<file path="src/hdl/text_console_writer_unit_defines.svh">
// ----------------------------------------------------------------------------
// text_console_writer_unit_defines.svh
// Assertion macros for the text console writer. Define ASSERT_OFF to drop them.
// ----------------------------------------------------------------------------
`ifndef TEXT_CONSOLE_WRITER_UNIT_DEFINES_SVH
`define TEXT_CONSOLE_WRITER_UNIT_DEFINES_SVH
`ifndef ASSERT_OFF
// Property that must hold at every clock edge outside reset
`define TCW_ASSERT(lbl, prop, msg) \
  lbl: assert property (@(posedge clk) disable iff (!rst_n) prop) else $error(msg);
// Condition in one cycle implies a condition in the next
`define TCW_ASSERT_NEXT(lbl, pre, post, msg) \
  lbl: assert property (@(posedge clk) disable iff (!rst_n) (pre) |=> (post)) else $error(msg);
`else
`define TCW_ASSERT(lbl, prop, msg)
`define TCW_ASSERT_NEXT(lbl, pre, post, msg)
`endif
`endif

</file>
<file path="src/hdl/tcw_pkg.sv">
// ----------------------------------------------------------------------------
// tcw_pkg
// Shared codes, constants and control structs of the text console writer.
// ----------------------------------------------------------------------------
package tcw_pkg;

  // Request modes
  localparam logic [1:0] MODE_PUT   = 2'd0;
  localparam logic [1:0] MODE_CLEAR = 2'd1;
  localparam logic [1:0] MODE_READ  = 2'd2;

  // Control characters
  localparam logic [7:0] CH_NEWLINE = 8'h0A;
  localparam logic [7:0] CH_RETURN  = 8'h0D;
  localparam logic [7:0] CH_TAB     = 8'h09;
  localparam logic [7:0] CH_SPACE   = 8'h20;

  // Reset attribute and the blank cell that reset fills in
  localparam logic [7:0]  RESET_ATTR = 8'h07;
  localparam logic [15:0] RESET_CELL = {RESET_ATTR, CH_SPACE};

  // Port widths
  localparam int POS_W  = 11;
  localparam int CELL_W = 16;

  // Cursor unit status
  typedef struct packed {
    logic store;   // any byte but newline, return or tab: write it at the cursor
    logic scroll;  // cursor left the last row
  } cur_flags_t;

  // Address walker commands and status
  typedef struct packed {
    logic clear;
    logic step;
  } walk_cmd_t;

  typedef struct packed {
    logic at_zero;
    logic at_copy_end;
    logic at_end;
  } walk_stat_t;

endpackage

</file>
<file path="src/hdl/tcw_walk.sv">
// ----------------------------------------------------------------------------
// tcw_walk
// Shared address walker for the clear, fill and scroll sweeps over the grid.
// ----------------------------------------------------------------------------
module tcw_walk import tcw_pkg::*; #(
  parameter int COLUMNS = 80,
  parameter int ROWS    = 25
) (
  input  logic                          clk,
  input  logic                          rst_n,
  input  walk_cmd_t                     cmd,
  output logic [$clog2(ROWS*COLUMNS)-1:0] cnt,
  output logic [$clog2(ROWS*COLUMNS)-1:0] cnt_ofs,
  output walk_stat_t                    stat
);

  localparam int CELLS = ROWS * COLUMNS;
  localparam int AW    = $clog2(CELLS);

  logic [AW-1:0] cnt_r;
  logic [AW-1:0] cnt_nxt;

  // Counter: clear has priority over step
  always_comb begin
    cnt_nxt = cnt_r;
    if (cmd.clear) begin
      cnt_nxt = '0;
    end else if (cmd.step) begin
      cnt_nxt = cnt_r + 1'b1;
    end
  end

  always_ff @(posedge clk) begin
    if (!rst_n) begin
      cnt_r <= '0;
    end else begin
      cnt_r <= cnt_nxt;
    end
  end

  // Source address one row below, used by the scroll copy
  assign cnt            = cnt_r;
  assign cnt_ofs        = cnt_r + AW'(COLUMNS);
  assign stat.at_zero     = (cnt_r == '0);
  assign stat.at_copy_end = (cnt_r == AW'(CELLS - COLUMNS));
  assign stat.at_end      = (cnt_r == AW'(CELLS - 1));

endmodule

</file>
<file path="config.mk">
export PLATFORM = sky130hd
export DESIGN_NAME = tcw_walk
export DESIGN_NICKNAME = d
export VERILOG_FILES = /design/src/hdl/text_console_writer_unit_defines.svh /design/src/hdl/tcw_pkg.sv /design/src/hdl/tcw_walk.sv
export SDC_FILE = /design/constraint.sdc
export NUM_CORES = 1
export LEC_CHECK = 0
export ABC_AREA = 1
export BUFFER_PORTS_ARGS = -buffer_cell sky130_fd_sc_hd__clkbuf_2
export CORE_MARGIN = 2
export CORE_UTILIZATION = 46
export CTS_CLUSTER_DIAMETER = 30
export CTS_CLUSTER_SIZE = 20
export DETAILED_ROUTE_END_ITERATION = 12
export GPL_TIMING_DRIVEN = 0
export PLACE_DENSITY = 0.76
export SYNTH_ARGS = -nofsm -noshare
export SYNTH_HDL_FRONTEND = slang
export SYNTH_SLANG_ARGS = --single-unit
export TNS_END_PERCENT = 5
</file>
<file path="constraint.sdc">
create_clock -name clk -period 1.5 [get_ports clk]
set_input_delay 0.3 -clock clk [delete_from_list [all_inputs] [get_ports clk]]
set_output_delay 0.3 -clock clk [all_outputs]
set_load 0.02 [all_outputs]
</file>
==> metrics <==
sequential-to-total area share from yosys stat=29.8%; synth-to-layout area growth=58.2%; share of layout cells above drive strength 1=53.5%; WHS Endpoint=cnt[5]$_SDFFE_PP0P_; post-DR wirelength/cell=13.0 um; fillcell total=108; full die area=between 1500 and 2000 um^2; Initial Util=49.1%; crit path max fanout=3; final setup fails=8; Yosys reg bits=11; Post-Synth XOR/XNOR Area=5.92%; GP Congestion=between 0.7 and 0.8; n_diodes=0; clock root cell=clkbuf_4; max frequency=608 MHz; CP bufs+invs=1; Buffers on Ports=28; sw power=~0.15 mW; CTS Buf Count=3; R2R cell count=7; crit path time final=1.64 ns; Worst Min Path Start=cmd[1]; Routed Antenna Nets=0; Worst path top cell family by delay=flip-flops; fin crit share=110%; top-area cell type share of the netlist area=29.8%; clock slew at reported path FFs=around 0.07 ns; CP Depth=5; I/O pin count=29; post-synthesis cell area=739 um^2; Reg area=~240 um^2; CP max stage cell=dfxtp_4; CTS Hold Buffers Added=0; CP Class=flip-flop to output pin; total grt overflow=0; Worst-Skew Late Latency=0.28 ns; clock sinks=11; largest net degree at the start of global routing=11; Clock Power Share=37.5%; Hold Path Class=input pin to flip-flop; delay of the slowest cell on the worst path=slightly below 0.4 ns; critical path arrival=~1.3 ns; Adder-Cell Fraction of Synth Area=roughly 6.8%; CTS tree=built; row cnt=14; clock buffer depth=2; failing checks=setup timing; Rel. slew slack=84.8%; DP Worst Slack=-0.0426 ns; Global Route Usage Sum=23.6%; RR Startpoint=cnt[5]$_SDFFE_PP0P_; Comb pwr share=a little over a tenth; crit-path cells=ha_4 -> o21ai_4 -> nor2_2 -> xor2_2 -> clkbuf_8; die width=44.1 um; core area=~1500 um^2; max-cap violation count=0; Synth Area in Compound Gates=8.80%; reg2reg setup slack=between 0.2 and 0.3 ns; Final Hold Viols=0; Yosys warnings=0; main combinational cell family by area after synthesis=simple AND/OR/NAND/NOR gates; Post-Synth Simple-Gate Area=a little over a third; DP HPWL=around 1300 um; drt first pass iters=4; vias in the first global route=742; Initial DRC Count=8; peak supply drop=about 0.47 mV; Clock Skews=0.00712 ns; power consumption=0.566 mW; pwr dens=484 nW/um^2; Total Nets Final=153; Vias=between 800 and 900; RSZ-0062 raised after global routing=yes; final worst slack=-0.144 ns; mux cell area share after synthesis=0%; status=complete, but fails checks; worst reg2reg path endpoint=cnt[10]$_SDFFE_PP0P_; Leak=0.507 nW; # DRC=0; Worst Setup End Kind=output pin; placed inst area=940 um^2; Flop pwr share=51.9%; htree depth=1; CP Launch Type=flip-flop; Vert. Die Dim=~44 um; vias per cell=approximately 5.2; Synth Area per Inst=6.98 um^2; antenna violations before repair=0; largest area contributor in the netlist=dfxtp_1; max reg flops=11; Post-Syn Instances=roughly 110; cell internal pwr=0.417 mW; Worst Hold Depth=4; syn_nets=114; Multi-input gate area=around 530 um^2; final instance area=1170 um^2; first-pass GRT wire length=approximately 3400 um; Req. time, crit path=1.20 ns; top post-synthesis cells by area=dfxtp_1 (30%), nor2_1 (9.1%), ha_1 (6.8%), nand3_1 (6.8%), inv_1 (6.6%); Pins Over Slew Limit=0; Distinct cells, synth=20; total wire length=2070 um; sw frac=26.3%; Slew @ Worst Pin=~0.23 ns
worst max-delay path by stage:
stage,startpoint,to,slack [ns]
after floorplan,cnt[0]$_SDFFE_PP0P_,stat[0],-0.04
after global placement,cnt[0]$_SDFFE_PP0P_,stat[0],-0.03
after detailed placement,cnt[0]$_SDFFE_PP0P_,stat[0],-0.04
after CTS,cnt[4]$_SDFFE_PP0P_,cnt_ofs[10],-0.13
after global routing,cnt[5]$_SDFFE_PP0P_,cnt_ofs[10],-0.18
final,cnt[5]$_SDFFE_PP0P_,cnt_ofs[10],-0.14
stage by stage:
step	hold WS, ns	cells	util [%]	setup TNS, ns
2_1_floorplan	0.462	106	-	-0.0372
3_3_place_gp	0.521	150	62.4	-0.0278
3_5_place_dp	0.535	150	62.4	-0.0426
4_1_cts	0.312	159	75.6	-0.756
5_1_grt	0.337	160	77.7	-1.02
6_report	0.308	160	77.7	-0.727
cells in the mapped netlist (all sizes together):
master / n
nor3: 3
buf: 7
xnor2: 1
inv: 14
o21ai: 4
nor3b: 1
dfxtp: 11
a21oi: 9
nand3: 12
xor2: 4
nor2: 21
nand2: 13
ha: 4
nand4: 2
repair_timing:
item | in CTS | in global routing
resized for setup | 36 | 13
setup buffers | 5 | 1
pin swaps | 3 | 2
endpoints found under the setup margin | 9 | 9
logic make-up (layout without fill, tap and decap cells):
family                     count (synthesis)  after routing
and+or+nand+nor                           52             52
buffers and inverters                     21             59
AOI/OAI and AO/OA                         13             13
DFF                                       11             11
xor gates and xnor gates                   5              5
adders and majority gates                  4              4
final cells by class:
class	instances	share of cell area [%]
sequential	11	20.7
timing repair buffer	34	19.7
inverter	14	4.92
clock buffer	4	2.25
buffer	7	5.13
multi-input combinational	74	45.6
tap	16	1.71
cell usage in the layout, fill, tap and decap left out, types with 2 or more instances in the layout:
cell type | netlist | routed
dfxtp_2 | 0 | 6
dfxtp_4 | 0 | 4
nand3_1 | 10 | 10
buf_4 | 5 | 14
nor2_1 | 18 | 17
xor2_2 | 0 | 3
o21ai_0 | 2 | 2
a21oi_1 | 9 | 9
clkbuf_8 | 0 | 4
inv_1 | 13 | 9
o21ai_4 | 0 | 2
buf_6 | 0 | 2
nor2_4 | 3 | 3
inv_2 | 1 | 3
ha_4 | 0 | 3
clkbuf_4 | 0 | 4
clkbuf_2 | 0 | 20
inv_4 | 0 | 2
nand4_1 | 2 | 2
nand2_1 | 13 | 12
worst min-delay path: cells and delay by family:
kind          cells  cell delay [ns]
simple gates      3             0.15
buf+inv           1             0.10
per-layer routing:
layer  up-vias  wire, um  track usage (%)
li1        412         -                -
met1       365       837             30.4
met2        37      1030             37.6
met3        11       116             2.45
met4         0        85             15.2
met5         -         0                0
power groups by stage:
stage | clock (mW) | combinational (mW) | sequential [mW]
2_1_floorplan | 0 | 0.0332 | 0.307
3_3_place_gp | 0 | 0.0515 | 0.305
3_5_place_dp | 0 | 0.0528 | 0.305
4_1_cts | 0.216 | 0.0584 | 0.295
5_1_grt | 0.224 | 0.0657 | 0.294
6_report | 0.212 | 0.0602 | 0.294
Note: power is estimated with default switching activity, not from simulation.
