<file path="config.mk">
export PLATFORM = sky130hd
export DESIGN_NAME = tcw_cursor
export DESIGN_NICKNAME = d
export VERILOG_FILES = /design/src/hdl/text_console_writer_unit_defines.svh /design/src/hdl/tcw_pkg.sv /design/src/hdl/tcw_cursor.sv
export SDC_FILE = /design/constraint.sdc
export NUM_CORES = 1
export LEC_CHECK = 0
export BUFFER_PORTS_ARGS = -buffer_cell sky130_fd_sc_hd__clkbuf_2
export CAP_MARGIN = 25
export CORE_AREA = 3 3 45 47
export DETAILED_ROUTE_END_ITERATION = 6
export DIE_AREA = 0 0 48 50
export PLACE_DENSITY = 0.82
export SYNTH_ARGS = -nofsm -noshare
export SYNTH_HDL_FRONTEND = slang
export SYNTH_SLANG_ARGS = --single-unit
</file>
<file path="constraint.sdc">
create_clock -name vclk -period 5.45
set_clock_uncertainty 0.1 [all_clocks]
set_input_delay 0.545 -clock vclk [all_inputs]
set_output_delay 0.545 -clock vclk [all_outputs]
set_load 0.05 [all_outputs]
</file>
<file path="src/hdl/text_console_writer_unit_defines.svh">
// ----------------------------------------------------------------------------
// text_console_writer_unit_defines.svh
// Assertion macros for the text console writer. Define ASSERT_OFF to drop them.
// ----------------------------------------------------------------------------
`ifndef TEXT_CONSOLE_WRITER_UNIT_DEFINES_SVH
`define TEXT_CONSOLE_WRITER_UNIT_DEFINES_SVH
`ifndef ASSERT_OFF
// Property that must hold at every clock edge outside reset
`define TCW_ASSERT(lbl, prop, msg) \
  lbl: assert property (@(posedge clk) disable iff (!rst_n) prop) else $error(msg);
// Condition in one cycle implies a condition in the next
`define TCW_ASSERT_NEXT(lbl, pre, post, msg) \
  lbl: assert property (@(posedge clk) disable iff (!rst_n) (pre) |=> (post)) else $error(msg);
`else
`define TCW_ASSERT(lbl, prop, msg)
`define TCW_ASSERT_NEXT(lbl, pre, post, msg)
`endif
`endif

</file>
<file path="src/hdl/tcw_pkg.sv">
// ----------------------------------------------------------------------------
// tcw_pkg
// Shared codes, constants and control structs of the text console writer.
// ----------------------------------------------------------------------------
package tcw_pkg;

  // Request modes
  localparam logic [1:0] MODE_PUT   = 2'd0;
  localparam logic [1:0] MODE_CLEAR = 2'd1;
  localparam logic [1:0] MODE_READ  = 2'd2;

  // Control characters
  localparam logic [7:0] CH_NEWLINE = 8'h0A;
  localparam logic [7:0] CH_RETURN  = 8'h0D;
  localparam logic [7:0] CH_TAB     = 8'h09;
  localparam logic [7:0] CH_SPACE   = 8'h20;

  // Reset attribute and the blank cell that reset fills in
  localparam logic [7:0]  RESET_ATTR = 8'h07;
  localparam logic [15:0] RESET_CELL = {RESET_ATTR, CH_SPACE};

  // Port widths
  localparam int POS_W  = 11;
  localparam int CELL_W = 16;

  // Cursor unit status
  typedef struct packed {
    logic store;   // any byte but newline, return or tab: write it at the cursor
    logic scroll;  // cursor left the last row
  } cur_flags_t;

  // Address walker commands and status
  typedef struct packed {
    logic clear;
    logic step;
  } walk_cmd_t;

  typedef struct packed {
    logic at_zero;
    logic at_copy_end;
    logic at_end;
  } walk_stat_t;

endpackage

</file>
<file path="src/hdl/tcw_cursor.sv">
// ----------------------------------------------------------------------------
// tcw_cursor
// Next-cursor logic for one put byte: control characters, wrap and scroll.
// ----------------------------------------------------------------------------
module tcw_cursor import tcw_pkg::*; #(
  parameter int COLUMNS = 80,
  parameter int ROWS    = 25
) (
  input  logic [$clog2(COLUMNS)-1:0] col,
  input  logic [$clog2(ROWS)-1:0]    row,
  input  logic [7:0]                 char_code,
  output logic [$clog2(COLUMNS)-1:0] col_nxt,
  output logic [$clog2(ROWS)-1:0]    row_nxt,
  output cur_flags_t                 flags
);

  localparam int CW = $clog2(COLUMNS);
  localparam int RW = $clog2(ROWS);
  localparam int CX = CW + 1;
  localparam int RX = RW + 1;

  logic [CX-1:0] col_x;
  logic [RX-1:0] row_x;

  always_comb begin
    col_x        = {1'b0, col};
    row_x        = {1'b0, row};
    flags.store  = 1'b0;
    // interpret the byte
    case (char_code)
      CH_NEWLINE: begin
        col_x = '0;
        row_x = row_x + 1'b1;
      end
      CH_RETURN: begin
        col_x = '0;
      end
      CH_TAB: begin
        col_x = (col_x + CX'(4)) & ~CX'(3);
      end
      default: begin
        flags.store = 1'b1;
        col_x       = col_x + 1'b1;
      end
    endcase
    // wrap past the last column
    if (col_x >= CX'(COLUMNS)) begin
      col_x = '0;
      row_x = row_x + 1'b1;
    end
    // past the last row: pin to it and scroll
    flags.scroll = (row_x >= RX'(ROWS));
    if (flags.scroll) begin
      row_x = RX'(ROWS - 1);
    end
  end

  assign col_nxt = col_x[CW-1:0];
  assign row_nxt = row_x[RW-1:0];

endmodule

</file>
==> results_dict.tcl, run 1 <==
set metrics [dict create \
    synth.lib_cells_used.distinct 42 \
    detailroute.via_count 967 \
    diodes 0 \
    tns_ns 0 \
    nets 177 \
    layout-area-overhead-vs-synth_pct 21.7 \
    slew_headroom_pct 69.8 \
    setup.worst_path.end_class "output port" \
    hp-class "primary input to output port" \
    power.leakage_uw 0.000437 \
    worst-endpoint-arrival_ns 3.25 \
    postRouteAntennaNets 0 \
    detail_route.iter0.violations 19 \
    max_freq_mhz 256 \
    postCtsSetupBuffers 0 \
    gp_congestion 0.912 \
    first_pass_iters 4 \
    power-per-cell-area_nw_per_um2 107 \
    final.min_clock_period_ns 3.90 \
    synth_top_area_cell "xor2_1" \
    core_region_area_sq_um 1690 \
    place.port_buffers 34 \
    final.fill_count 184 \
    place.detailed.hpwl_um 1830 \
    grt_pass1_wl_um 3730 \
    drc 0 \
    maxCapViolCount 0 \
    postCtsResizedCells 0 \
    globalRouteTotalUtil_pct 19.4 \
    post_cts_hold_buffers 0 \
    cell_with_the_most_instances_after_synthesis "nor2_1" \
    rsz0062_at_grt "false" \
    gr-total-overflow 0 \
    post_synth_instance_area_sq_um 812 \
    post-synth-top-area-fraction_pct 8.63 \
    final_min_period_over_clock_period_pct 71.5 \
    routed_wirelength_um 2180 \
    critPathKind "primary input to output port" \
    die_area_sq_um 2400 \
    storage_cell_area_sq_um 0 \
    syn_nets 144 \
    floorplan.io_pins 34 \
    vdd_drop_max_uv 59.2 \
    status "completed" \
    die_width_um 48 \
    cp_startpoint_kind "primary input" \
    number_of_antenna_violations_at_the_first_check_in_global_routing 0 \
    critical_path_required_ns 4.81 \
    holdWs_ns 1.39 \
    layout-drive-gt1-share_pct 29.8 \
    clock_buffer_count_in_the_final_layout 0 \
    wl_per_cell_um 13.0 \
    chipHeight_um 50 \
    initial_core_util_pct 48.1 \
    synthTopCellsByCount "nor2_1 (18), nand2_1 (11), nand3_1 (8), xor2_1 (8)" \
    pin_count_of_the_biggest_net_entering_global_routing 17 \
    vias_per_cell 5.76 \
    worst-path-max-fanout 10 \
    avgSynthCellArea_sq_um 6.77 \
    report.final.setup_viol 0 \
    finalHoldViolations 0 \
    numSequentialCells 0 \
    synth.top_cells.by_area "xor2_1 (8.6%), nor2_1 (8.3%), ha_1 (6.2%), xnor2_1 (5.4%), nand2_1 (5.1%)" \
    fp-row-count 15 \
    vias_in_the_first_global_route 942 \
    maxSlewViolCount 0 \
    synthesis.instances 120 \
    seq_area_frac_synth_pct 0 \
    yosysWarningCount 0 \
    worst-slew-pin-transition_ns 0.451 \
]
-- power by group --
part           switching (uW)  internal, uW  total [uW]
clock                       0             0           0
sequential                  0             0           0
combinational            72.8          33.1         106
total                    72.8          33.1         106
-- layout make-up --
cell class	count	area, sq um	area share (%)
Inverter	5	18.8	1.90
Timing Repair Buffer	34	170	17.2
Tap cell	17	21.3	2.15
Multi-Input combinational cell	112	778	78.7
-- metrics by stage --
| step | util [%] | std cells | power [uW] | area, sq um | worst slack (ns) |
|---|---|---|---|---|---|
| after floorplan | - | 120 | 77.4 | 812 | 1.38 |
| after global placement | 58.5 | 168 | 104 | 988 | 1.68 |
| after detailed placement | 58.5 | 168 | 105 | 988 | 1.62 |
| after CTS | 58.5 | 168 | 106 | 988 | 1.60 |
| after global routing | 58.5 | 168 | 115 | 988 | 1.27 |
| final | 58.5 | 168 | 106 | 988 | 1.55 |
-- cell families (layout without fill, tap and decap cells) --
group	after synthesis	in the layout	share of synthesized area [%]
AOI/OAI and AO/OA	26	26	25.9
adders and majority gates	4	4	6.16
and+or+nand+nor	65	65	44.4
xor gates and xnor gates	13	13	14.0
muxes	4	4	5.39
buffers and inverters	8	39	4.16
-- cells in the final DEF, fill, tap and decap left out, drive strengths merged --
| cell type | instances |
|---|---|
| a211o | 1 |
| a211oi | 1 |
| a21o | 2 |
| a21oi | 5 |
| a22o | 1 |
| a22oi | 1 |
| a311oi | 1 |
| a32o | 2 |
| a32oi | 1 |
| a41o | 1 |
| and2 | 2 |
| and4b | 1 |
| clkbuf | 34 |
| ha | 4 |
| inv | 5 |
| mux2 | 3 |
| mux2i | 1 |
| nand2 | 12 |
| nand2b | 2 |
| nand3 | 8 |
| nand4 | 4 |
| nor2 | 19 |
| nor2b | 4 |
| nor3 | 4 |
| nor3b | 4 |
| nor4 | 3 |
| o21a | 3 |
| o21ai | 2 |
| o221ai | 1 |
| o22ai | 2 |
| o31a | 1 |
| o31ai | 1 |
| or4b | 2 |
| xnor2 | 5 |
| xor2 | 8 |
-- worst max-delay path: stages --
cell and delay [ns]:
clkbuf_2 0.12, nor4_1 0.26, nand4_1 0.42, xnor2_1 0.46, ha_1 0.32, xor2_1 0.11
a211o_1 0.23, and4b_1 0.19, a211oi_2 0.20, nand2b_1 0.14, clkbuf_2 0.27
-- metal layers --
| layer | GRT usage, % | share of wire, % | vias to the layer above |
|---|---|---|---|
| li1 | - | - | 512 |
| met1 | 24.1 | 43 | 434 |
| met2 | 37.2 | 53 | 21 |
| met3 | 0 | 3.6 | 0 |
| met4 | 0 | 0 | 0 |
| met5 | 0 | 0 | - |
-- final timing paths --
path	start	endpoint	slack (ns)	depth (start not counted)
max	char_code[2]	flags[0]	1.55	11
min	col[0]	col_nxt[0]	1.39	3
Power figures use the tool's default switching activity.
==> run 2: changes to the inputs <==
Settings changed: ABC_AREA set to 1, CORE_AREA 3 3 45 47 to 3 3 46 48, DIE_AREA 0 0 48 50 to 0 0 49 51, PLACE_DENSITY 0.82 to 0.81.
Clock period 5.45 ns to 3.5 ns, I/O delays scaled along.
==> results_dict.tcl, run 2 <==
set metrics [dict create \
    status "completed" \
    finalHoldViolations 0 \
    cp_startpoint_kind "primary input" \
    synth_top_area_cell "nand2_1" \
    yosysWarningCount 0 \
    synth_mux_area_share_pct 0 \
    dp.cells 213 \
    core_region_area_sq_um 1750 \
    final.min_clock_period_ns 2.84 \
    postRouteAntennaNets 0 \
    final.fill_count 191 \
    main_combinational_cell_family_by_area_after_synthesis "simple AND/OR/NAND/NOR gates" \
    p_int_uw 49.5 \
    storage_cell_area_sq_um 0 \
    synth.top_cells.by_area "nand2_1 (24%), nand3_1 (14%), inv_1 (7.0%), nand2_2 (7.0%), ha_1 (6.2%)" \
    power.share.switching_pct 73.0 \
    number_of_antenna_violations_at_the_first_check_in_global_routing 0 \
    layout-drive-gt1-share_pct 33.0 \
    fin_area_sq_um 995 \
    pwr-share-clk_pct 0 \
    path_cells "clkbuf_2 > nor2_2 > nand2_4 > inv_2 > nand2_2 > nand2_1 > nand2_1 > inv_1 > ha_1 > nand3_1 > nor2_1 > nand2_1 > nand2_1 > nand2_1 > nand2_1 > nor2_2 > nand2_2 > nand2_2 > nor2_1 > clkbuf_2" \
    post_synth_instance_area_sq_um 805 \
    synth_simple_gate_area_share_pct 65.8 \
    power_frac_comb_pct 100.0 \
    first_pass_iters 6 \
    final_min_period_over_clock_period_pct 81.3 \
    final_cell_count_no_fill 213 \
    clock_buffer_count_in_the_final_layout 0 \
    nets 214 \
    gr-total-overflow 0 \
    setup.worst_path.end_class "output port" \
    hp-class "primary input to output port" \
    vias_per_cell 4.91 \
    report.final.setup_viol 0 \
    power-per-cell-area_nw_per_um2 184 \
    worst-endpoint-arrival_ns 2.39 \
    crit_top_cell "nand2_1" \
    timing.critical_path.slowest_cell_delay_ns 0.28 \
    switchingPower_uw 134 \
    drc 0 \
    diodes 0 \
    maxSlewViolCount 0 \
    numSequentialCells 0 \
    grt_pass1_wl_um 3550 \
    cell_with_the_most_instances_after_synthesis "nand2_1" \
    globalRouteTotalUtil_pct 16.4 \
    routed_wirelength_um 2060 \
    layout-area-overhead-vs-synth_pct 23.6 \
    synth_xor_area_share_pct 6.53 \
    post-synth-top-area-fraction_pct 24.3 \
    slew_headroom_pct 79.9 \
    power.leakage_uw 0.000599 \
    die_area_sq_um 2500 \
    place.port_buffers 34 \
    postCtsSetupBuffers 0 \
    critPathKind "primary input to output port" \
    postCtsResizedCells 0 \
    die_width_um 49 \
    maxCapViolCount 0 \
    synth_compound_gate_area_share_pct 8.71 \
    final_cell_mix "nand2_1 (52), clkbuf_2 (34), nand3_1 (22)" \
    synthTopCellsByCount "nand2_1 (52), nand3_1 (22), inv_1 (15)" \
    fp-row-count 15 \
    syn_nets 179 \
    layout_utilization_pct 57.0 \
    worst_hold_path.num_cells 3 \
    synthesis.instances 155 \
    chipHeight_um 51 \
    placed_area_sq_um 995 \
    max_freq_mhz 352 \
    critical_path_required_ns 3.05 \
    avgSynthCellArea_sq_um 5.19 \
    synth.lib_cells_used.distinct 25 \
    rsz0062_at_grt "false" \
    worst-path-max-fanout 7 \
    detailroute.via_count 1045 \
    vias_in_the_first_global_route 930 \
    most_common_library_cell_in_the_layout_ignoring_fill_and_taps "nand2_1" \
    initial_core_util_pct 46.1 \
    post_synth_fa_ha_maj_area_fraction_pct 6.22 \
    tns_ns 0 \
    floorplan.io_pins 34 \
    gp_congestion 0.863 \
    seq_area_frac_synth_pct 0 \
    post_cts_hold_buffers 0 \
    vdd_drop_max_uv 87.0 \
    wl_per_cell_um 9.68 \
    place.detailed.hpwl_um 1800 \
    power_frac_seq_pct 0 \
    pin_count_of_the_biggest_net_entering_global_routing 12 \
    detail_route.iter0.violations 17 \
    timing.critical_path.slowest_stage_cell "clkbuf_2" \
    worst-slew-pin-transition_ns 0.298 \
]
[run 2: cell count changes in the layout (fill, tap and decap cells not counted), moves of 6 or more]
| cell | change |
|---|---|
| nand3_1 | +14 |
| nand2_1 | +41 |
| nand2_2 | +8 |
| nor2_1 | -6 |
| inv_1 | +11 |
[run 2: final cells by class]
type	instances	area (sq um)	share of cell area (%)
timing repair buffer	34	170	17.1
inverter	24	91.3	9.18
tap	25	31.3	3.14
multi-input combinational	130	702	70.6
[run 2: logic make-up (layout without fill, tap and decap cells)]
logic type,after synthesis,after routing
and+or+nand+nor,109,109
buffers and inverters,25,58
AOI/OAI and AO/OA,11,11
xor gates and xnor gates,6,6
adders and majority gates,4,4
[run 2: power by group through the flow]
| stage | sequential, uW | combinational [uW] | clock, uW |
|---|---|---|---|
| 3_3_place_gp | 0 | 180 | 0 |
| 6_report | 0 | 183 | 0 |
| 3_5_place_dp | 0 | 184 | 0 |
| 5_1_grt | 0 | 199 | 0 |
| 2_1_floorplan | 0 | 139 | 0 |
| 4_1_cts | 0 | 184 | 0 |
[run 2: per-layer routing]
layer | GRT usage, % | wire, um | vias to the layer above
li1 | - | - | 554
met1 | 18.6 | 931 | 470
met2 | 33.9 | 1060 | 17
met3 | 0.292 | 44 | 4
met4 | 2.84 | 26 | 0
met5 | 0 | 0 | -
[run 2: final timing paths]
path                         start         end  slack, ns
worst min-delay path        col[0]  col_nxt[0]       0.98
worst max-delay path  char_code[7]  row_nxt[0]       0.66
[run 2: stage by stage]
step | hold slack, ns | setup WS, ns | power (uW)
finish | 0.981 | 0.656 | 183
CTS | 0.980 | 0.663 | 184
floorplan | 0.776 | 0.417 | 139
global placement | 0.971 | 0.705 | 180
global route | 1.01 | 0.416 | 199
detailed placement | 0.980 | 0.660 | 184
[run 2: critical path: cells and delay by family]
kind	cells	cell delay, ns
adders and majority gates	1	0.20
and+or+nand+nor	15	1.30
buffers and inverters	4	0.55
